## src/hw/rtl/bdlp_pkg.sv

```systemverilog
// Shared types and constants for the button debouncer with long-press events.
// Used by every lane, the merge stage, the output buffer and the top level.
package bdlp_pkg;

  localparam int NumButtons = 2;
  localparam int TimeW      = 32;
  localparam int CfgW       = 16;
  localparam int ButtonW    = 2;
  localparam int CfgIdxW    = 1;

  // Configuration register indexes
  localparam logic [CfgIdxW-1:0] RegDebounce  = 1'd0;
  localparam logic [CfgIdxW-1:0] RegLongPress = 1'd1;

  localparam logic [CfgW-1:0] DebounceReset  = 16'd50;
  localparam logic [CfgW-1:0] LongPressReset = 16'd800;

  typedef struct packed {
    logic [CfgW-1:0] debounce_ms;
    logic [CfgW-1:0] long_press_ms;
  } cfg_t;

  // What one lane found in the current poll
  typedef struct packed {
    logic hit;
    logic long_press;
  } lane_evt_t;

  // One result word
  typedef struct packed {
    logic [ButtonW-1:0] button;
    logic               long_press;
  } result_t;

endpackage

```

## src/hw/rtl/bdlp_lane.sv

```systemverilog
// One button lane: debounce timer, stable level, press time and long-press flag.
// Depends on bdlp_pkg; state is written only when the merge stage commits the lane.
module bdlp_lane (
  input  logic                      clk_i,
  input  logic                      rst_ni,
  input  bdlp_pkg::cfg_t            cfg_i,
  input  logic [bdlp_pkg::TimeW-1:0] now_ms_i,
  input  logic                      raw_i,
  input  logic                      upd_i,
  output bdlp_pkg::lane_evt_t       evt_o
);
  import bdlp_pkg::*;

  logic             stable_q, stable_d;
  logic             last_q, last_d;
  logic [TimeW-1:0] edge_q, edge_d;
  logic [TimeW-1:0] press_q, press_d;
  logic             long_q, long_d;
  logic [TimeW-1:0] since_edge;
  logic [TimeW-1:0] since_press;
  logic             settled;

  always_comb begin
    last_d      = raw_i;
    edge_d      = (raw_i != last_q) ? now_ms_i : edge_q;
    since_edge  = now_ms_i - edge_d;
    since_press = now_ms_i - press_q;
    settled     = since_edge >= {{(TimeW-CfgW){1'b0}}, cfg_i.debounce_ms};
    stable_d    = stable_q;
    press_d     = press_q;
    long_d      = long_q;
    evt_o       = '0;
    if (settled) begin
      if (raw_i != stable_q) begin
        stable_d = raw_i;
        if (!raw_i) begin
          press_d = now_ms_i;
          long_d  = 1'b0;
        end else if (!long_q) begin
          evt_o.hit = 1'b1;
        end
      end else if (!raw_i && !long_q &&
                   since_press >= {{(TimeW-CfgW){1'b0}}, cfg_i.long_press_ms}) begin
        long_d           = 1'b1;
        evt_o.hit        = 1'b1;
        evt_o.long_press = 1'b1;
      end
    end
  end

  always_ff @(posedge clk_i or negedge rst_ni) begin
    if (!rst_ni) begin
      stable_q <= 1'b1;
      last_q   <= 1'b1;
      edge_q   <= '0;
      press_q  <= '0;
      long_q   <= 1'b0;
    end else if (upd_i) begin
      stable_q <= stable_d;
      last_q   <= last_d;
      edge_q   <= edge_d;
      press_q  <= press_d;
      long_q   <= long_d;
    end
  end

endmodule

```

## src/hw/rtl/bdlp_merge.sv

```systemverilog
// Merge stage: the lowest-numbered lane with an event wins the poll.
// Depends on bdlp_pkg; lanes above the winner are held for this poll.
module bdlp_merge (
  input  bdlp_pkg::lane_evt_t [bdlp_pkg::NumButtons-1:0] evt_i,
  output logic [bdlp_pkg::NumButtons-1:0]                commit_o,
  output bdlp_pkg::result_t                              res_o
);
  import bdlp_pkg::*;

  logic seen;

  always_comb begin
    seen = 1'b0;
    for (int i = 0; i < NumButtons; i++) begin
      commit_o[i] = !seen;
      seen        = seen | evt_i[i].hit;
    end
  end

  // Scan downwards so that the lowest hit is written last
  always_comb begin
    res_o = '0;
    for (int i = NumButtons - 1; i >= 0; i--) begin
      if (evt_i[i].hit) begin
        res_o.button     = ButtonW'(i + 1);
        res_o.long_press = evt_i[i].long_press;
      end
    end
  end

endmodule

```

## src/hw/rtl/bdlp_outbuf.sv

```systemverilog
// Two-word output buffer between the merge stage and the result channel.
// Depends on bdlp_pkg; stall towards the input is taken from the fill count alone.
module bdlp_outbuf (
  input  logic              clk_i,
  input  logic              rst_ni,
  input  logic              push_i,
  input  bdlp_pkg::result_t data_i,
  output logic              full_o,
  output logic              valid_o,
  input  logic              stall_i,
  output bdlp_pkg::result_t data_o
);
  import bdlp_pkg::*;

  logic [1:0] count_q, count_d;
  result_t    head_q, head_d;
  result_t    tail_q, tail_d;
  logic       pop;

  assign valid_o = count_q != 2'd0;
  assign full_o  = count_q == 2'd2;
  assign data_o  = head_q;
  assign pop     = valid_o && !stall_i;

  always_comb begin
    head_d  = head_q;
    tail_d  = tail_q;
    count_d = count_q + {1'b0, push_i} - {1'b0, pop};
    case (count_q)
      2'd0: begin
        if (push_i) head_d = data_i;
      end
      2'd1: begin
        if (pop && push_i) head_d = data_i;
        else if (push_i)   tail_d = data_i;
      end
      2'd2: begin
        if (pop) head_d = tail_q;
      end
      default: begin
        head_d = head_q;
      end
    endcase
  end

  always_ff @(posedge clk_i or negedge rst_ni) begin
    if (!rst_ni) begin
      count_q <= 2'd0;
    end else begin
      count_q <= count_d;
    end
  end

  always_ff @(posedge clk_i) begin
    head_q <= head_d;
    tail_q <= tail_d;
  end

endmodule

```

## src/hw/rtl/button_debounce_long_press_core.sv

```systemverilog
// Button debouncer with short- and long-press events, one lane per button.
// A result word enters the output buffer when its poll is accepted and is offered once the words ahead of it are taken.
// Throughput: one poll per cycle unless stalled; lanes and merge are combinational,
// and a two-word output buffer lets polls go on while results wait, until it is full.
// Reset: all buttons released, timers cleared, debounce 50 ms, long press 800 ms.
module button_debounce_long_press_core (
  input  logic                                clk_i,
  input  logic                                rst_ni,
  input  logic                                cfg_we_i,
  input  logic [bdlp_pkg::CfgIdxW-1:0]        cfg_idx_i,
  input  logic [bdlp_pkg::CfgW-1:0]           cfg_data_i,
  input  logic                                in_valid_i,
  output logic                                in_stall_o,
  input  logic [bdlp_pkg::TimeW-1:0]          now_ms_i,
  input  logic [bdlp_pkg::NumButtons-1:0]     raw_levels_i,
  output logic                                out_valid_o,
  input  logic                                out_stall_i,
  output logic [bdlp_pkg::ButtonW-1:0]        button_o,
  output logic                                long_press_o
);
  import bdlp_pkg::*;

  cfg_t                       cfg_q;
  logic                       accept;
  lane_evt_t [NumButtons-1:0] evt;
  logic [NumButtons-1:0]      commit;
  result_t                    res;
  result_t                    out_word;
  logic                       full;

  always_ff @(posedge clk_i or negedge rst_ni) begin
    if (!rst_ni) begin
      cfg_q.debounce_ms   <= DebounceReset;
      cfg_q.long_press_ms <= LongPressReset;
    end else if (cfg_we_i) begin
      case (cfg_idx_i)
        RegDebounce:  cfg_q.debounce_ms   <= cfg_data_i;
        RegLongPress: cfg_q.long_press_ms <= cfg_data_i;
        default:      cfg_q               <= cfg_q;
      endcase
    end
  end

  assign in_stall_o = full;
  assign accept     = in_valid_i && !full;

  for (genvar g = 0; g < NumButtons; g++) begin : g_lane
    bdlp_lane u_lane (
      .clk_i    (clk_i),
      .rst_ni   (rst_ni),
      .cfg_i    (cfg_q),
      .now_ms_i (now_ms_i),
      .raw_i    (raw_levels_i[g]),
      .upd_i    (accept && commit[g]),
      .evt_o    (evt[g])
    );
  end

  bdlp_merge u_merge (
    .evt_i    (evt),
    .commit_o (commit),
    .res_o    (res)
  );

  bdlp_outbuf u_outbuf (
    .clk_i   (clk_i),
    .rst_ni  (rst_ni),
    .push_i  (accept),
    .data_i  (res),
    .full_o  (full),
    .valid_o (out_valid_o),
    .stall_i (out_stall_i),
    .data_o  (out_word)
  );

  assign button_o     = out_word.button;
  assign long_press_o = out_word.long_press;

endmodule

```

## config.mk

```make
export PLATFORM = sky130hd
export DESIGN_NAME = button_debounce_long_press_core
export DESIGN_NICKNAME = d
export VERILOG_FILES = /design/src/hw/rtl/bdlp_pkg.sv /design/src/hw/rtl/bdlp_lane.sv /design/src/hw/rtl/bdlp_merge.sv /design/src/hw/rtl/bdlp_outbuf.sv /design/src/hw/rtl/button_debounce_long_press_core.sv
export SDC_FILE = /design/constraint.sdc
export NUM_CORES = 1
export LEC_CHECK = 0
export BUFFER_PORTS_ARGS = -buffer_cell sky130_fd_sc_hd__buf_2
export CELL_PAD_IN_SITES_DETAIL_PLACEMENT = 0
export CELL_PAD_IN_SITES_GLOBAL_PLACEMENT = 2
export CORE_MARGIN = 2
export CORE_UTILIZATION = 41
export CTS_BUF_LIST = sky130_fd_sc_hd__clkbuf_4
export CTS_CLUSTER_DIAMETER = 30
export DETAILED_ROUTE_END_ITERATION = 10
export PLACE_DENSITY = 0.95
export SYNTH_ARGS = -nofsm -noshare
export SYNTH_HDL_FRONTEND = slang
export SYNTH_HIERARCHICAL = 1
export SYNTH_SLANG_ARGS = --single-unit
```

## constraint.sdc

```tcl
create_clock -name clk_i -period 8.7 [get_ports clk_i]
set_input_delay 1.305 -clock clk_i [delete_from_list [all_inputs] [get_ports clk_i]]
set_output_delay 1.305 -clock clk_i [all_outputs]
set_load 0.02 [all_outputs]
```

==> summary.txt, run 1 <==
Cells and area
  • Reg area: roughly 0.0044 mm^2
  • P&R area growth vs syn: 6.02%
  • Nets@finish: about 2300
  • Layout fillers: 4224
  • Final instance area: between 0.015 and 0.02 mm^2
  • Area of the multi-input gates: ~0.012 mm^2
  • Layout Cells excl Fill: 2641
  • Ratio of cells with drive above 1 in the final layout: 0.122

Drt
  • Total routed wirelength: 53800 um
  • DRC: 0
  • Vias/cell: 5.86
  • DR pass1 iterations: 5
  • Post-DRT Antenna Nets: 0
  • Starting DRT DRC Count: 1107
  • Drt wl/cell: a little over 20 um
  • DR vias: about 15000

Critical path
  • Flop2flop setup slack: between 1000 and 1500 ps
  • Most frequent CP cell: ha_1
  • Max stage delay on crit path: around 500 ps
  • CP Class: primary input to flop
  • Cells on worst reg2reg path: 25
  • WP data arrival: a little over 8000 ps
  • Crit start category: primary input
  • R2r startpoint: g_lane[1].u_lane/last_q
  • WP data required: roughly 9000 ps
  • Largest delay share family, worst path: compound AO/OA/AOI/OAI gates
  • Worst r2r dst: u_outbuf/data_o[0]
  • Maximum fanout along the worst path: 7
  • Slowest CP cell: nor4_4
  • Crit path buffers/inverters: 2
  • CP endpoint kind: flop

Clocking
  • Clock-pin slew on the worst setup and hold paths: roughly 150 ps
  • Clock tree from TritonCTS: done
  • Worst-Skew Late Latency: roughly 740 ps
  • H-tree depth: 4
  • Post-CTS setup buffer count: 0
  • CTS Buffer Depth: 2
  • # resized after CTS: 0
  • CTS Root Buffer Type: clkbuf_4
  • CTS Hold Buffers Added: 0
  • Clk sinks: about 170
  • CTS Buf Count: 17

Synth
  • Largest cells by area after synthesis: dfrtp_1 23%, ha_1 12%, mux2_4 5.1%, a21oi_1 5.0%, inv_1 4.0%
  • Synth async-reset ratio: 0.966
  • Post-Syn Area per Cell: roughly 8.4 um^2
  • Post-synth net total: about 2300
  • Post-synthesis cell count: 2074
  • FF+latch count, synth: about 170
  • Most frequent cell after synthesis: inv_1
  • Post-synth cell types: 100
  • Synth Flop Type: dfrtp_1
  • YS warnings: 6
  • Post-synthesis sequential area ratio: 0.252
  • Cell Area, Synth: approximately 0.017 mm^2
  • Post-synth EDFFs: 6
  • Area fraction of the dominant cell type after synthesis: 0.227
  • Post-synth top area cell: dfrtp_1
  • Top post-synthesis cells by count: 186 x inv_1, 174 x a21oi_1, 169 x ha_1

Global routing
  • GR Layer Usage met1: 0.337
  • Vias in the first global route: 14500
  • Busiest layer in global routing: met2
  • Met2 global-route usage: 0.379
  • Met3 GRT Util: 0.0432
  • Largest net degree at the start of global routing: 76
  • First-pass GRT wire length: about 84000 um
  • Total GRT Usage: 0.246
  • GRT overflow: 0
  • Initial antenna violation count: 4

Pwr
  • Clock power share: 0.074
  • Internal power: approximately 3500 uW
  • Leakage: about 0.0084 uW
  • Sw frac: 0.512
  • Power Density: 385 mW/mm^2
  • Comb pwr share: 0.728
  • Sw Pwr: about 3600 uW
  • Total power: 7120 uW
  • Sequential Power Share: 0.198
  • Worst vdd ir: approximately 0.14 mV

STA
  • Max Clock Skew: between 40 and 50 ps
  • Final worst path period share: 0.872
  • Slew @ Worst Pin: around 900 ps
  • Min Tclk post-route: 7580 ps
  • Final worst slack: 1120 ps
  • Final setup viols: 0
  • Slew Limit Fails: 0
  • Final hold vios: 0
  • Fmax: 0.132 GHz
  • Fin Setup TNS: 0 ps
  • RSZ-0062 raised after global routing: no
  • Slew Limit Headroom: 0.385

Floorplanning
  • Die Width: about 210 um
  • Area of the core: about 0.042 mm^2
  • Die ar.: approximately 0.044 mm^2
  • I/O pin count: 61
  • Initial core utilization: 0.416
  • # rows: 75
  • Die H: approximately 210 um

Placed design
  • Final GP Congestion: approximately 0.9
  • PortBufs: 60
  • Dpl cells: ~2600
  • Setup slack at placement: about 470 ps
  • Placed Area: between 0.015 and 0.02 mm^2
  • Post-DP HPWL: around 43000 um

Hold path
  • Hold Crit Start: g_lane[0].u_lane/long_q
  • Worst hold stages: 1
  • Worst Hold Class: flop to flop
  • Hold EP: g_lane[0].u_lane/long_q

Status
  • Outcome: complete, no violations

Flow run
  • Max_cap viols: 0
==> worst reg2reg max path, delay by kind of cell (launching register included) <==
family | cells | cell delay (ps)
AO/OA/AOI/OAI | 10 | 2620
buffers and inverters | 1 | 100
flip-flops | 1 | 670
XOR/XNOR | 1 | 150
multiplexers | 1 | 260
AND/OR/NAND/NOR | 9 | 2420
adder cells (fa/ha/maj) | 3 | 910
==> how the worst max path moves through the flow <==
stage | slack [ps] | start | endpoint | depth (start not counted)
floorplan | 730 | raw_levels_i[0] | g_lane[1].u_lane/press_q[12] | 29
global placement | 630 | raw_levels_i[1] | u_outbuf/data_o[0] | 26
detailed placement | 470 | raw_levels_i[1] | u_outbuf/data_o[0] | 26
CTS | 1270 | raw_levels_i[1] | u_outbuf/data_o[0] | 26
global route | 750 | raw_levels_i[1] | u_outbuf/data_o[0] | 26
finish | 1120 | raw_levels_i[1] | u_outbuf/data_o[0] | 26
==> cell usage in the layout (no fill, tap or decap), types with 11 or more instances in the layout <==
cell type	count
a211oi_1	27
a21o_1	47
a21oi_1	174
a31oi_1	26
a41oi_1	12
and2_1	14
and3_1	16
buf_2	59
buf_4	16
clkbuf_4	18
dfrtp_1	158
ha_1	169
inv_1	186
maj3_1	21
mux2_2	40
mux2_4	59
mux2i_1	62
nand2_1	154
nand2b_1	36
nand3_1	41
nand4_1	33
nor2_1	158
nor2b_1	36
nor3_1	42
nor4_1	17
o211ai_1	21
o21a_1	21
o21ai_0	115
o21bai_1	14
o22ai_1	13
or2_2	11
or3_1	12
xnor2_1	58
xor2_1	31
==> area by class of cell <==
cell class,instances,area share
diodes,2,0.000271
clock buffers,18,0.00731
clock inverters,14,0.00940
inverters,187,0.0381
multi-input cells,1631,0.648
flip-flops and latches,174,0.238
well taps,539,0.0365
repair buffers,76,0.0231
==> sequential cells by signal (all words and copies together) (netlist names) <==
name,flops
g_lane.u_lane/edge_q,64
g_lane.u_lane/press_q,64
cfg_q,32
u_outbuf/data_o,3
u_outbuf/tail_q,3
g_lane.u_lane/last_q,2
g_lane.u_lane/long_q,2
g_lane.u_lane/stable_q,2
u_outbuf/count_q,2
==> kinds of logic (layout without fill, tap and decap cells) <==
kind of cell	Yosys count	count (layout)	synth area share
mux	162	162	0.113
xor+xnor	93	93	0.0482
simple gates	606	606	0.174
flops	174	174	0.252
buf+inv	269	295	0.0638
compound gates	576	576	0.213
other cells	1	3	0.000215
fa+ha+maj	193	193	0.136
==> through the flow <==
step	utilization	hold WS (ps)
2_1_floorplan	-	462
3_3_place_gp	0.433	473
3_5_place_dp	0.433	479
4_1_cts	0.441	512
5_1_grt	0.441	540
6_report	0.441	510
==> power groups by stage <==
stage | combinational [uW] | sequential (uW) | clock [uW]
CTS | 5120 | 1410 | 551
floorplan | 3900 | 1340 | 0
finish | 5190 | 1410 | 528
global route | 5750 | 1460 | 582
global placement | 5020 | 1420 | 0
detailed placement | 5090 | 1430 | 0
==> routing by layer <==
metal	part of all wire	wire [um]
met5	0.00071	38
met4	0.040	2140
met3	0.055	2980
met2	0.44	23600
met1	0.47	25000
No activity file was read; power rests on OpenSTA's default activity.
==> run 2: changes to the inputs <==
--- a/config.mk
+++ b/config.mk
@@ -13,6 +13,7 @@
 export CTS_BUF_LIST = sky130_fd_sc_hd__clkbuf_4
 export CTS_CLUSTER_DIAMETER = 30
 export DETAILED_ROUTE_END_ITERATION = 10
+export GPL_TIMING_DRIVEN = 0
 export PLACE_DENSITY = 0.95
 export SYNTH_ARGS = -nofsm -noshare
 export SYNTH_HDL_FRONTEND = slang
==> constraint.sdc (replaced) <==
create_clock -name clk_i -period 8.4 [get_ports clk_i]
set_input_delay 1.26 -clock clk_i [delete_from_list [all_inputs] [get_ports clk_i]]
set_output_delay 1.26 -clock clk_i [all_outputs]
set_load 0.02 [all_outputs]
==> summary.txt, run 2 (synthesized netlist as in run 1, its figures left out) <==
Drt
  • Vias/cell: 5.75 (was 5.86)
  • DR pass1 iterations: 5 (unchanged)
  • DR vias: 15600 (was 15500)
  • Post-DRT Antenna Nets: 0 (unchanged)
  • Total routed wirelength: 54100 um (was 53800 um)
  • DRC: 0 (unchanged)
  • Starting DRT DRC Count: 1152 (was 1107)
  • Drt wl/cell: 20.0 um (was 20.4 um)

Placed design
  • Placed Area: 0.0184 mm^2 (was 0.0182 mm^2)
  • Setup slack at placement: -1800 ps (was 467 ps)
  • Final GP Congestion: 0.912 (was 0.919)
  • Post-DP HPWL: 43900 um (was 42600 um)
  • PortBufs: 58 (was 60)

Clocking
  • Clk sinks: 174 (unchanged)
  • Worst-Skew Late Latency: 700 ps (was 740 ps)
  • CTS Root Buffer Type: clkbuf_4 (unchanged)
  • CTS Buffer Depth: 2 (unchanged)
  • CTS Buf Count: 17 (unchanged)
  • H-tree depth: 4 (unchanged)
  • Clock-pin slew on the worst setup and hold paths: 140 ps (was 150 ps)
  • Clock tree from TritonCTS: done (unchanged)
  • CTS Hold Buffers Added: 0 (unchanged)

Critical path
  • Maximum fanout along the worst path: 10 (was 7)
  • CP Class: primary input to flop (unchanged)
  • Slowest CP cell: nor4_4 (unchanged)
  • CP endpoint kind: flop (unchanged)
  • Max stage delay on crit path: 420 ps (was 500 ps)
  • Largest delay share family, worst path: compound AO/OA/AOI/OAI gates (unchanged)
  • WP data arrival: 8450 ps (was 8070 ps)
  • WP data required: 8840 ps (was 9190 ps)
  • Crit start category: primary input (unchanged)
  • Crit path buffers/inverters: 4 (was 2)

Pwr
  • Sequential Power Share: 0.197 (was 0.198)
  • Sw Pwr: 3790 uW (was 3650 uW)
  • Sw frac: 0.516 (was 0.512)
  • Comb pwr share: 0.738 (was 0.728)
  • Internal power: 3550 uW (was 3480 uW)
  • Leakage: 0.00856 uW (was 0.00840 uW)
  • Power Density: 390 mW/mm^2 (was 385 mW/mm^2)
  • Clock power share: 0.065 (was 0.074)
  • Worst vdd ir: 0.170 mV (was 0.141 mV)

STA
  • Fin Setup TNS: 0 ps (unchanged)
  • Slew Limit Headroom: 0.344 (was 0.385)
  • Max Clock Skew: 39.1 ps (was 45.1 ps)
  • Hold_ws: 513 ps (was 510 ps)
  • Final hold vios: 0 (unchanged)
  • RSZ-0062 raised after global routing: no (unchanged)
  • Slew Limit Fails: 0 (unchanged)
  • Final worst slack: 398 ps (was 1120 ps)
  • Final setup viols: 0 (unchanged)
  • Fmax: roughly 0.12 GHz
  • Final worst path period share: 0.953
  • Min Tclk post-route: about 8000 ps
  • Slew @ Worst Pin: 959 ps (was 899 ps)

Cells and area
  • P&R area growth vs syn: 7.87% (was 6.02%)
  • Top flop regs: g_lane.u_lane/edge_q x64, g_lane.u_lane/press_q x64, cfg_q x32 (unchanged)
  • Ratio of cells with drive above 1 in the final layout: 0.129 (was 0.122)
  • Most common cell after layout, fill and taps aside: inv_1 (unchanged)
  • Most frequent cells in the layout: 186 x inv_1, 174 x a21oi_1, 169 x ha_1 (unchanged)
  • Final instance area: 0.0188 mm^2 (was 0.0185 mm^2)
  • Utilization after layout: 0.449 (was 0.441)
  • Nets@finish: 2385 (was 2314)

Floorplanning
  • I/O pin count: 61 (unchanged)
  • Die ar.: 0.0442 mm^2 (unchanged)
  • Die Width: 210 um (unchanged)
  • Initial core utilization: 0.416 (unchanged)
  • Area of the core: 0.0419 mm^2 (unchanged)
  • Die H: 210 um (unchanged)
  • # rows: 75 (unchanged)

Global routing
  • Initial antenna violation count: 4 (unchanged)
  • GRT overflow: 0 (unchanged)
  • First-pass GRT wire length: 86100 um (was 83700 um)
  • Vias in the first global route: 15200 (was 14500)
  • Largest net degree at the start of global routing: 89 (was 76)
  • Total GRT Usage: 0.251 (was 0.246)

Flow run
  • Max_cap viols: 0 (unchanged)

Hold path
  • Worst Hold Class: primary input to async pin (was flop to flop)

Status
  • Outcome: complete, no violations (unchanged)
-- run 2: cell count changes in the layout (fill, tap and decap cells not counted), moves of 3 or more --
| cell | delta |
|---|---|
| buf_2 | +12 |
| buf_4 | -4 |
| buf_6 | +8 |
| clkbuf_1 | +46 |
| clkbuf_4 | +3 |
-- run 2: metal layers --
metal  vias up  wire, um  track usage
met1      7474     25700        0.347
li1       7672         -            -
met4         6      1430       0.0743
met3        63      2920       0.0465
met2       379     24000        0.400
met5         -        44            0
-- run 2: layout make-up --
class / count / area, um^2
flip-flops and latches: 174 / 4400
plain buffers: 79 / 407
clock inverters: 13 / 106
well taps: 539 / 674
multi-input cells: 1631 / 12000
repair buffers: 68 / 408
inverters: 187 / 704
fillers: 4196 / 23100
diodes: 1 / 2.50
clock buffers: 19 / 143
-- run 2: worst paths after layout --
path	start	end	slack, ps	cells past startpoint
max in group asynchronous	rst_ni	g_lane[0].u_lane/stable_q	6980	2
max reg2reg	g_lane[1].u_lane/last_q	u_outbuf/data_o[0]	670	28
min	rst_ni	g_lane[1].u_lane/press_q[23]	510	1
min in group clk_i	g_lane[0].u_lane/long_q	g_lane[0].u_lane/long_q	520	1
min reg2reg	g_lane[0].u_lane/long_q	g_lane[0].u_lane/long_q	520	1
max	raw_levels_i[1]	u_outbuf/data_o[0]	400	29
-- run 2: what timing repair did --
| item | 4_1_cts | 5_1_grt |
|---|---|---|
| endpoints found under the hold margin | 0 | 0 |
| resized for setup | 6 | 6 |
| setup endpoints to repair | 70 | 71 |
| pin swaps | 2 | 3 |
| buffers inserted | 2 | 7 |
-- run 2: stage by stage --
step | power, uW | cells
after global placement | 6670 | 2671
after floorplan | 5430 | 2074
after detailed placement | 6760 | 2672
after global routing | 8090 | 2711
final | 7340 | 2711
after CTS | 7280 | 2705
-- run 2: power groups by stage --
stage	logic (uW)	clock network (uW)	registers (uW)
after floorplan	4030	0	1390
after CTS	5340	501	1440
after global routing	6060	531	1490
after global placement	5220	0	1450
after detailed placement	5300	0	1460
final	5420	477	1450
